<file path="config.mk">
export PLATFORM = sky130hd
export DESIGN_NAME = date_to_julian_day_top
export DESIGN_NICKNAME = d
export VERILOG_FILES = /design/src/hw/rtl/dtjd_pkg.sv /design/src/hw/rtl/dtjd_date.sv /design/src/hw/rtl/dtjd_frac.sv /design/src/hw/rtl/date_to_julian_day_top.sv
export SDC_FILE = /design/constraint.sdc
export NUM_CORES = 2
export LEC_CHECK = 0
export ABC_AREA = 1
export BUFFER_PORTS_ARGS = -buffer_cell sky130_fd_sc_hd__buf_2
export CAP_MARGIN = 10
export CORE_ASPECT_RATIO = 0.5
export CORE_MARGIN = 5
export CORE_UTILIZATION = 50
export CTS_BUF_LIST = sky130_fd_sc_hd__clkbuf_16
export DETAILED_ROUTE_END_ITERATION = 10
export GPL_TIMING_DRIVEN = 0
export PLACE_DENSITY = 0.76
export SLEW_MARGIN = 20
export SYNTH_ARGS = -nofsm -noshare
export SYNTH_HDL_FRONTEND = slang
export SYNTH_HIERARCHICAL = 1
export SYNTH_SLANG_ARGS = --single-unit
</file>
<file path="constraint.sdc">
create_clock -name clk -period 7.85 [get_ports clk]
set_clock_uncertainty 0.15 [all_clocks]
set_input_delay 0.785 -clock clk [delete_from_list [all_inputs] [get_ports clk]]
set_output_delay 0.785 -clock clk [all_outputs]
set_load 0.01 [all_outputs]
</file>
<file path="src/hw/rtl/dtjd_pkg.sv">
// ----------------------------------------------------------------------------
// dtjd_pkg
// Types and constants shared by the date to Julian day number pipeline.
// ----------------------------------------------------------------------------
package dtjd_pkg;

	// One calendar date and time of day, as taken in
	typedef struct packed {
		logic [15:0] year;
		logic [3:0]  month;
		logic [4:0]  day;
		logic [4:0]  hour;
		logic [5:0]  minute;
		logic [5:0]  second;
	} date_t;

	// One result: validity, day number and fraction of the day
	typedef struct packed {
		logic        status;
		logic [24:0] day_number;
		logic [31:0] day_fraction;
	} jd_t;

	// Fixed-point width of the day fraction before it is cut to 32 bits
	localparam int unsigned FRACTION_BITS = 32;

	// 86400 = 675 << 7, so the fraction is a division by the odd part only
	localparam int unsigned DAY_SHIFT = 7;
	localparam logic [63:0] DAY_ODD   = 64'd675;

	// floor(x / 675) = (x * RECIP_675) >> RECIP_675_SHIFT for x below 2^26
	localparam logic [26:0] RECIP_675       = 27'd101806633;
	localparam int unsigned RECIP_675_SHIFT = 36;

	// floor(y / 100) = (y * RECIP_100) >> 24 for any 16-bit year
	localparam logic [17:0] RECIP_100 = 18'd167773;

	// Fliegel and van Flandern offsets
	localparam logic [25:0] JDN_BIAS  = 26'd32075;
	localparam logic [16:0] YEAR_OFS  = 17'd4800;
	localparam logic [9:0]  CENT_OFS  = 10'd49;
	localparam logic [26:0] DAYS_4YR  = 27'd1461;

	localparam logic [3:0] MONTH_FEB = 4'd2;
	localparam logic [3:0] MONTH_DEC = 4'd12;
	localparam logic [4:0] FEB_LEAP_LEN = 5'd29;

	// Days in each month of a common year; zero for codes that are no month
	function automatic logic [4:0] month_len(input logic [3:0] m);
		logic [4:0] len;
		case (m)
			4'd1:    len = 5'd31;
			4'd2:    len = 5'd28;
			4'd3:    len = 5'd31;
			4'd4:    len = 5'd30;
			4'd5:    len = 5'd31;
			4'd6:    len = 5'd30;
			4'd7:    len = 5'd31;
			4'd8:    len = 5'd31;
			4'd9:    len = 5'd30;
			4'd10:   len = 5'd31;
			4'd11:   len = 5'd30;
			4'd12:   len = 5'd31;
			default: len = 5'd0;
		endcase
		return len;
	endfunction

	// 367 * (month - 2 + 12 * early) / 12, with the year starting in March
	function automatic logic [8:0] month_term(input logic [3:0] m);
		logic [8:0] t;
		case (m)
			4'd1:    t = 9'd336;
			4'd2:    t = 9'd367;
			4'd3:    t = 9'd30;
			4'd4:    t = 9'd61;
			4'd5:    t = 9'd91;
			4'd6:    t = 9'd122;
			4'd7:    t = 9'd152;
			4'd8:    t = 9'd183;
			4'd9:    t = 9'd214;
			4'd10:   t = 9'd244;
			4'd11:   t = 9'd275;
			4'd12:   t = 9'd305;
			default: t = 9'd0;
		endcase
		return t;
	endfunction

endpackage

</file>
<file path="src/hw/rtl/dtjd_date.sv">
// ----------------------------------------------------------------------------
// dtjd_date
// Four-stage date path: validation, leap rule and integer Julian day number.
// ----------------------------------------------------------------------------
module dtjd_date import dtjd_pkg::*; (
	input  logic        clk,
	input  logic        en,
	input  date_t       item,
	output logic        status_s4,
	output logic [24:0] day_number_s4
);

	// Stage 1: range checks, month tables, year / 100 product
	logic        basic_s1;
	logic [15:0] y_s1;
	logic [4:0]  d_s1;
	logic [4:0]  len_s1;
	logic        feb_s1;
	logic        early_s1;
	logic [8:0]  term2_s1;
	logic [33:0] yprod_s1;

	logic basic;
	assign basic = (item.year != 16'd0) && (item.month != 4'd0) &&
		(item.month <= MONTH_DEC) && (item.day != 5'd0) &&
		(item.hour < 5'd24) && (item.minute < 6'd60) && (item.second < 6'd60);

	always_ff @(posedge clk) begin
		if (en) begin
			basic_s1 <= basic;
			y_s1     <= item.year;
			d_s1     <= item.day;
			len_s1   <= month_len(item.month);
			feb_s1   <= (item.month == MONTH_FEB);
			early_s1 <= (item.month <= MONTH_FEB);
			term2_s1 <= month_term(item.month);
			yprod_s1 <= 34'(item.year) * 34'(RECIP_100);
		end
	end

	// Stage 2: century remainder, leap year, day check, 1461 * year term
	logic [9:0]  q100;
	logic        zero100;
	logic        leap;
	logic [4:0]  len_eff;
	logic [16:0] yadj;
	logic [26:0] t1_full;

	assign q100    = yprod_s1[33:24];
	assign zero100 = (y_s1 == 16'(16'(q100) * 16'd100));
	assign leap    = (y_s1[1:0] == 2'd0) && (!zero100 || (q100[1:0] == 2'd0));
	assign len_eff = (feb_s1 && leap) ? FEB_LEAP_LEN : len_s1;
	assign yadj    = 17'(y_s1) + YEAR_OFS - 17'(early_s1);
	assign t1_full = 27'(yadj) * DAYS_4YR;

	logic        ok_s2;
	logic [24:0] t1_s2;
	logic [9:0]  c_s2;
	logic [8:0]  term2_s2;
	logic [4:0]  d_s2;

	always_ff @(posedge clk) begin
		if (en) begin
			ok_s2    <= basic_s1 && (d_s1 <= len_eff);
			t1_s2    <= t1_full[26:2];
			// (y + 4900 - early) / 100 from the same quotient
			c_s2     <= q100 + CENT_OFS - 10'(zero100 && early_s1);
			term2_s2 <= term2_s1;
			d_s2     <= d_s1;
		end
	end

	// Stage 3: positive partial sum and century correction
	logic [11:0] c3;
	assign c3 = 12'(c_s2) * 12'd3;

	logic        ok_s3;
	logic [25:0] part_s3;
	logic [9:0]  t3_s3;

	always_ff @(posedge clk) begin
		if (en) begin
			ok_s3   <= ok_s2;
			part_s3 <= 26'(t1_s2) + 26'(term2_s2) + 26'(d_s2) - JDN_BIAS;
			t3_s3   <= c3[11:2];
		end
	end

	// Stage 4: final day number, zeroed for an invalid date
	logic [25:0] jd;
	assign jd = part_s3 - 26'(t3_s3);

	always_ff @(posedge clk) begin
		if (en) begin
			status_s4     <= !ok_s3;
			day_number_s4 <= ok_s3 ? jd[24:0] : 25'd0;
		end
	end

endmodule

</file>
<file path="src/hw/rtl/dtjd_frac.sv">
// ----------------------------------------------------------------------------
// dtjd_frac
// Four-stage time path: seconds of day scaled to a fixed-point day fraction.
// ----------------------------------------------------------------------------
module dtjd_frac import dtjd_pkg::*; (
	input  logic        clk,
	input  logic        en,
	input  logic [4:0]  hour,
	input  logic [5:0]  minute,
	input  logic [5:0]  second,
	output logic [31:0] frac_s4
);

	// 2^EXP = QE * 675 + RE, so secs * 2^EXP / 675 = secs * QE + secs * RE / 675
	localparam int unsigned EXP   = FRACTION_BITS - DAY_SHIFT;
	localparam logic [63:0] POW   = 64'd1 << EXP;
	localparam logic [63:0] QE    = POW / DAY_ODD;
	localparam logic [63:0] RE    = POW % DAY_ODD;
	localparam logic [31:0] QE_LO = QE[31:0];
	localparam logic [9:0]  RE_W  = RE[9:0];

	// Stage 1: seconds of the day
	logic [16:0] secs_s1;

	always_ff @(posedge clk) begin
		if (en) begin
			secs_s1 <= 17'(hour) * 17'd3600 + 17'(minute) * 17'd60 + 17'(second);
		end
	end

	// Stage 2: whole-quotient product (low 32 bits only) and remainder product
	logic [31:0] lo_s2;
	logic [26:0] re_s2;

	always_ff @(posedge clk) begin
		if (en) begin
			lo_s2 <= 32'(secs_s1) * QE_LO;
			re_s2 <= 27'(secs_s1) * 27'(RE_W);
		end
	end

	// Stage 3: divide the remainder product by 675 through its reciprocal
	logic [31:0] lo_s3;
	logic [53:0] rq_s3;

	always_ff @(posedge clk) begin
		if (en) begin
			lo_s3 <= lo_s2;
			rq_s3 <= 54'(re_s2) * 54'(RECIP_675);
		end
	end

	// Stage 4: sum, cut to 32 bits
	logic [17:0] q_rem;
	assign q_rem = rq_s3[RECIP_675_SHIFT +: 18];

	always_ff @(posedge clk) begin
		if (en) begin
			frac_s4 <= lo_s3 + 32'(q_rem);
		end
	end

endmodule

</file>
<file path="src/hw/rtl/date_to_julian_day_top.sv">
// ----------------------------------------------------------------------------
// date_to_julian_day_top
// Calendar date and time of day to Julian day number and day fraction.
// ----------------------------------------------------------------------------
// Each transaction on the date channel carries a Gregorian date and a time of
// day; each gives exactly one transaction on the jd channel, in order, once it
// has passed through stages s1 to s4. While the output is not stalled the block
// takes one date every cycle: the rate is one transaction per cycle, through a
// four-stage pipeline that splits up the constant multiplies (year / 100 and the
// fraction reciprocals). An invalid date or time gives status 1 with day_number
// and day_fraction zero. A stall on the jd channel, while the output register
// holds a result, freezes the whole pipeline and is passed back to the date
// channel. There is no state beyond the pipeline; reset only empties it.
// ----------------------------------------------------------------------------
module date_to_julian_day_top import dtjd_pkg::*; (
	input  logic  clk,
	input  logic  arst_n,
	input  logic  date_valid,
	output logic  date_stall,
	input  date_t date,
	output logic  jd_valid,
	input  logic  jd_stall,
	output jd_t   jd
);

	// Pipeline advance: hold everything while a finished result waits
	logic en;
	assign en         = !(jd_valid && jd_stall);
	assign date_stall = jd_valid && jd_stall;

	// Valid bits travelling with the data
	logic v_s1, v_s2, v_s3, v_s4;

	always_ff @(posedge clk or negedge arst_n) begin
		if (!arst_n) begin
			v_s1 <= 1'b0;
			v_s2 <= 1'b0;
			v_s3 <= 1'b0;
			v_s4 <= 1'b0;
		end else if (en) begin
			v_s1 <= date_valid;
			v_s2 <= v_s1;
			v_s3 <= v_s2;
			v_s4 <= v_s3;
		end
	end

	// Datapaths
	logic        status_s4;
	logic [24:0] day_number_s4;
	logic [31:0] frac_s4;

	dtjd_date u_date (
		.clk           (clk),
		.en            (en),
		.item          (date),
		.status_s4     (status_s4),
		.day_number_s4 (day_number_s4)
	);

	dtjd_frac u_frac (
		.clk     (clk),
		.en      (en),
		.hour    (date.hour),
		.minute  (date.minute),
		.second  (date.second),
		.frac_s4 (frac_s4)
	);

	// Result transaction
	assign jd_valid        = v_s4;
	assign jd.status       = status_s4;
	assign jd.day_number   = day_number_s4;
	assign jd.day_fraction = status_s4 ? 32'd0 : frac_s4;

	// Checks
	a_stall_back: assert property (@(posedge clk) disable iff (!arst_n)
		(jd_valid && jd_stall) |-> date_stall)
		else $error("output stalled but input not held off");

	a_invalid_zero: assert property (@(posedge clk) disable iff (!arst_n)
		(jd_valid && jd.status) |-> (jd.day_number == 25'd0 && jd.day_fraction == 32'd0))
		else $error("invalid date with non-zero result");

	a_advance: assert property (@(posedge clk) disable iff (!arst_n)
		(v_s3 && en) |=> jd_valid)
		else $error("result lost in last pipeline stage");

	a_hold: assert property (@(posedge clk) disable iff (!arst_n)
		(jd_valid && jd_stall) |=> (jd_valid && $stable(day_number_s4)))
		else $error("stalled result changed");

endmodule

</file>
==> impl_metrics.csv <==
group,metric,value,unit
floorplan,ios,106,
timing,setup_violations,0,
setup_path,r2r_start,"u_date/early_s1",
synthesis,ys.flop_type,"edfxtp_1",
finish,area_delta_synth_final,7.330,%
clocking,cts_setup_buffers,0,
hold_path,hold_path_class,"in -> reg",
detailed_routing,wl_per_cell,16.36,microns
detailed_routing,wl,103.5,mm
timing,fin_crit_sh,88.51,%
timing,fmaxAchievable,143.9,MHz
detailed_routing,drtAntennaViolNets,0,
place,globalplace.congestion,0.9616,
clocking,clk_latency,550,ps
setup_path,criticalPathCategory,"reg -> reg",
finish,layout-drive-gt1-share,4.382,%
synthesis,synth-warning-count,6,
synthesis,syn-num-nets,6360,
detailed_routing,drcViolationCount,0,
floorplan,die_area,0.09582,sq mm
detailed_routing,firstDrtPassIters,5,
hold_path,hold_path_end,"u_frac/secs_s1[0]",
setup_path,critPathMaxFanout,6,
clocking,cts_buffers,35,
clocking,holdBufCountCts,1,
floorplan,die_w,432.8,microns
place,placed_area,0.04679,sq mm
global_route,grt_max_degree,108,
synthesis,synth_top_cell_by_area,"ha_1",
floorplan,die_y,221.4,microns
synthesis,synth_top_area_share,24.89,%
clocking,clk_pin_slew,60,ps
timing,worst_slack,902.1,ps
synthesis,async_flop_share,1.290,%
setup_path,rrSetupSlack,900,ps
clocking,cts_resized,0,
floorplan,core-area,0.08844,sq mm
timing,slew_viol_final,0,
global_route,track_usage,22.13,%
setup_path,max_stage_delay,530,ps
finish,final_cell_area,0.04796,sq mm
timing,slew_headroom,42.67,%
synthesis,synth_commonest_cells,"1211 x inv_1, 889 x ha_1, 722 x nand2_1",
detailed_routing,vias,32890,
floorplan,fp-row-count,77,
clocking,cts_tree,"done",
synthesis,syn_inst,4964,
global_route,grt_pass1_vias,34910,
place,dp_hpwl,89.25,mm
setup_path,timing.rr.end,"u_date/t1_s2[24]",
clocking,clock_sinks,310,
floorplan,start_util,50.53,%
setup_path,worstSetupEndpointType,"register",
synthesis,yosysSeqAreaShare,20.79,%
timing,fin_crit,6948,ps
setup_path,slowest_stage,"fa_1",
outcome,status,"complete, no violations",
timing,worst_pin_slew,860.0,ps
global_route,grt_pass1_wl,173.8,mm
synthesis,syn_avg_cell_area,9.002,sq um
finish,nNetsFinal,6506,
synthesis,ys_seq_elements,310,
synthesis,synth_edf_count,306,
synthesis,synth_cell_types,61,
detailed_routing,drt_iter0_drc,1794,
place,port_buffers,105,
setup_path,critPathLaunchType,"register",
clocking,cts_root_buf,"clkbuf_16",
hold_path,min_from,"date[0]",
clocking,clockBufferDepth,3,
place,pre_cts_slack,839.3,ps
timing,rsz0062_at_grt,"no",
synthesis,synth_area_leaders,"ha_1 25%, fa_1 21%, edfxtp_1 21%, inv_1 10%, nand2_1 6.1%",
global_route,antenna_found_initial,9,
setup_path,arrival,7090,ps
setup_path,crit_required,7990,ps
timing,finalSetupTns,0,ps
hold_path,holdPathStages,1,
detailed_routing,viasPerCell,5.201,
setup_path,r2r_cells,35,
clocking,htreeDepth,2,
global_route,grt_overflow,0,
setup_path,crit_path_frequent_cell,"nand2_1",
synthesis,syn_area,0.04469,sq mm
synthesis,synth.most_common_cell,"inv_1",
job,drv_cap,0,
timing,hold_viol,0,
timing,fin_hold_ws,249.4,ps
## layer usage
metal	vias up	global-route usage (%)	share of wire [%]
met5	-	0	0.013
met4	2	6.706	3.2
met3	201	2.386	4.0
met2	672	40.16	50
met1	15770	27.77	43
li1	16240	-	-
## sequential cells by signal (all words and copies together) (netlist names), 9 cells and up
name	flops
u_frac/frac_s4	32
u_frac/lo_s3	31
u_frac/lo_s2	29
u_date/day_number_s4	25
u_date/part_s3	25
u_date/t1_s2	25
u_frac/re_s2	24
u_frac/secs_s1	17
u_date/y_s1	16
u_frac/rq_s3	16
u_date/c_s2	10
u_date/t3_s3	10
u_date/yprod_s1	10
u_date/term2_s2	9
## cell usage in the layout, fill, tap and decap left out, types with 13 or more instances in the layout
master / synthesis / final
nor2_1: 304 / 304
xor2_1: 132 / 132
nand3_1: 173 / 173
clkbuf_16: 0 / 36
xnor2_1: 50 / 50
a21oi_1: 249 / 249
nor3_1: 47 / 47
a31oi_1: 16 / 16
nand2_1: 722 / 721
buf_2: 2 / 107
nand4_1: 61 / 61
o21a_1: 13 / 13
o21ai_1: 13 / 13
o21bai_1: 25 / 25
ha_1: 889 / 889
edfxtp_1: 306 / 306
inv_1: 1211 / 1218
o21ai_0: 122 / 122
fa_1: 461 / 461
a21o_1: 29 / 29
## cells by family after synthesis
family | synth area share, %
AND/OR/NAND/NOR | 13.19
buffers and inverters | 10.33
flip-flops | 20.79
AO/OA/AOI/OAI | 6.588
XOR/XNOR | 3.567
adder cells (fa/ha/maj) | 45.54
## critical path, delay by kind of cell, from the launching register on
family | cells | cell delay, ps
adders and majority gates | 9 | 3450
and+or+nand+nor | 17 | 1900
buffers and inverters | 8 | 480
DFF | 1 | 410
AOI/OAI and AO/OA | 1 | 270
## cell type report
type | instances | area (sq um)
fill | 7893 | 40480
tap | 1185 | 1483
antenna | 3 | 7.507
clock buffer | 36 | 900.9
inverter | 1213 | 4553
clock inverter | 26 | 250.2
sequential | 310 | 9289
multi-input combinational | 3432 | 30800
timing repair buffer | 109 | 618.1
buffer | 9 | 62.56
## stage by stage
step	utilization [%]	instances
final	54.23	6323
after global routing	54.23	6323
after CTS	54.22	6320
after detailed placement	52.91	6257
after global placement	52.80	6254
after floorplan	-	4964
## worst max-delay path by stage
stage / from / end / slack, ps
3_3_place_gp: jd_stall / date_stall / 790
3_5_place_dp: u_date/early_s1 / u_date/t1_s2[24] / 840
6_report: u_date/early_s1 / u_date/t1_s2[24] / 900
4_1_cts: u_date/early_s1 / u_date/t1_s2[24] / 830
2_1_floorplan: u_date/early_s1 / u_date/t1_s2[24] / 1680
5_1_grt: u_date/early_s1 / u_date/t1_s2[24] / 370
Power is left out: the tool's default activity adds up to more than one toggle a clock period on the data nets, which glitch-free logic cannot reach.
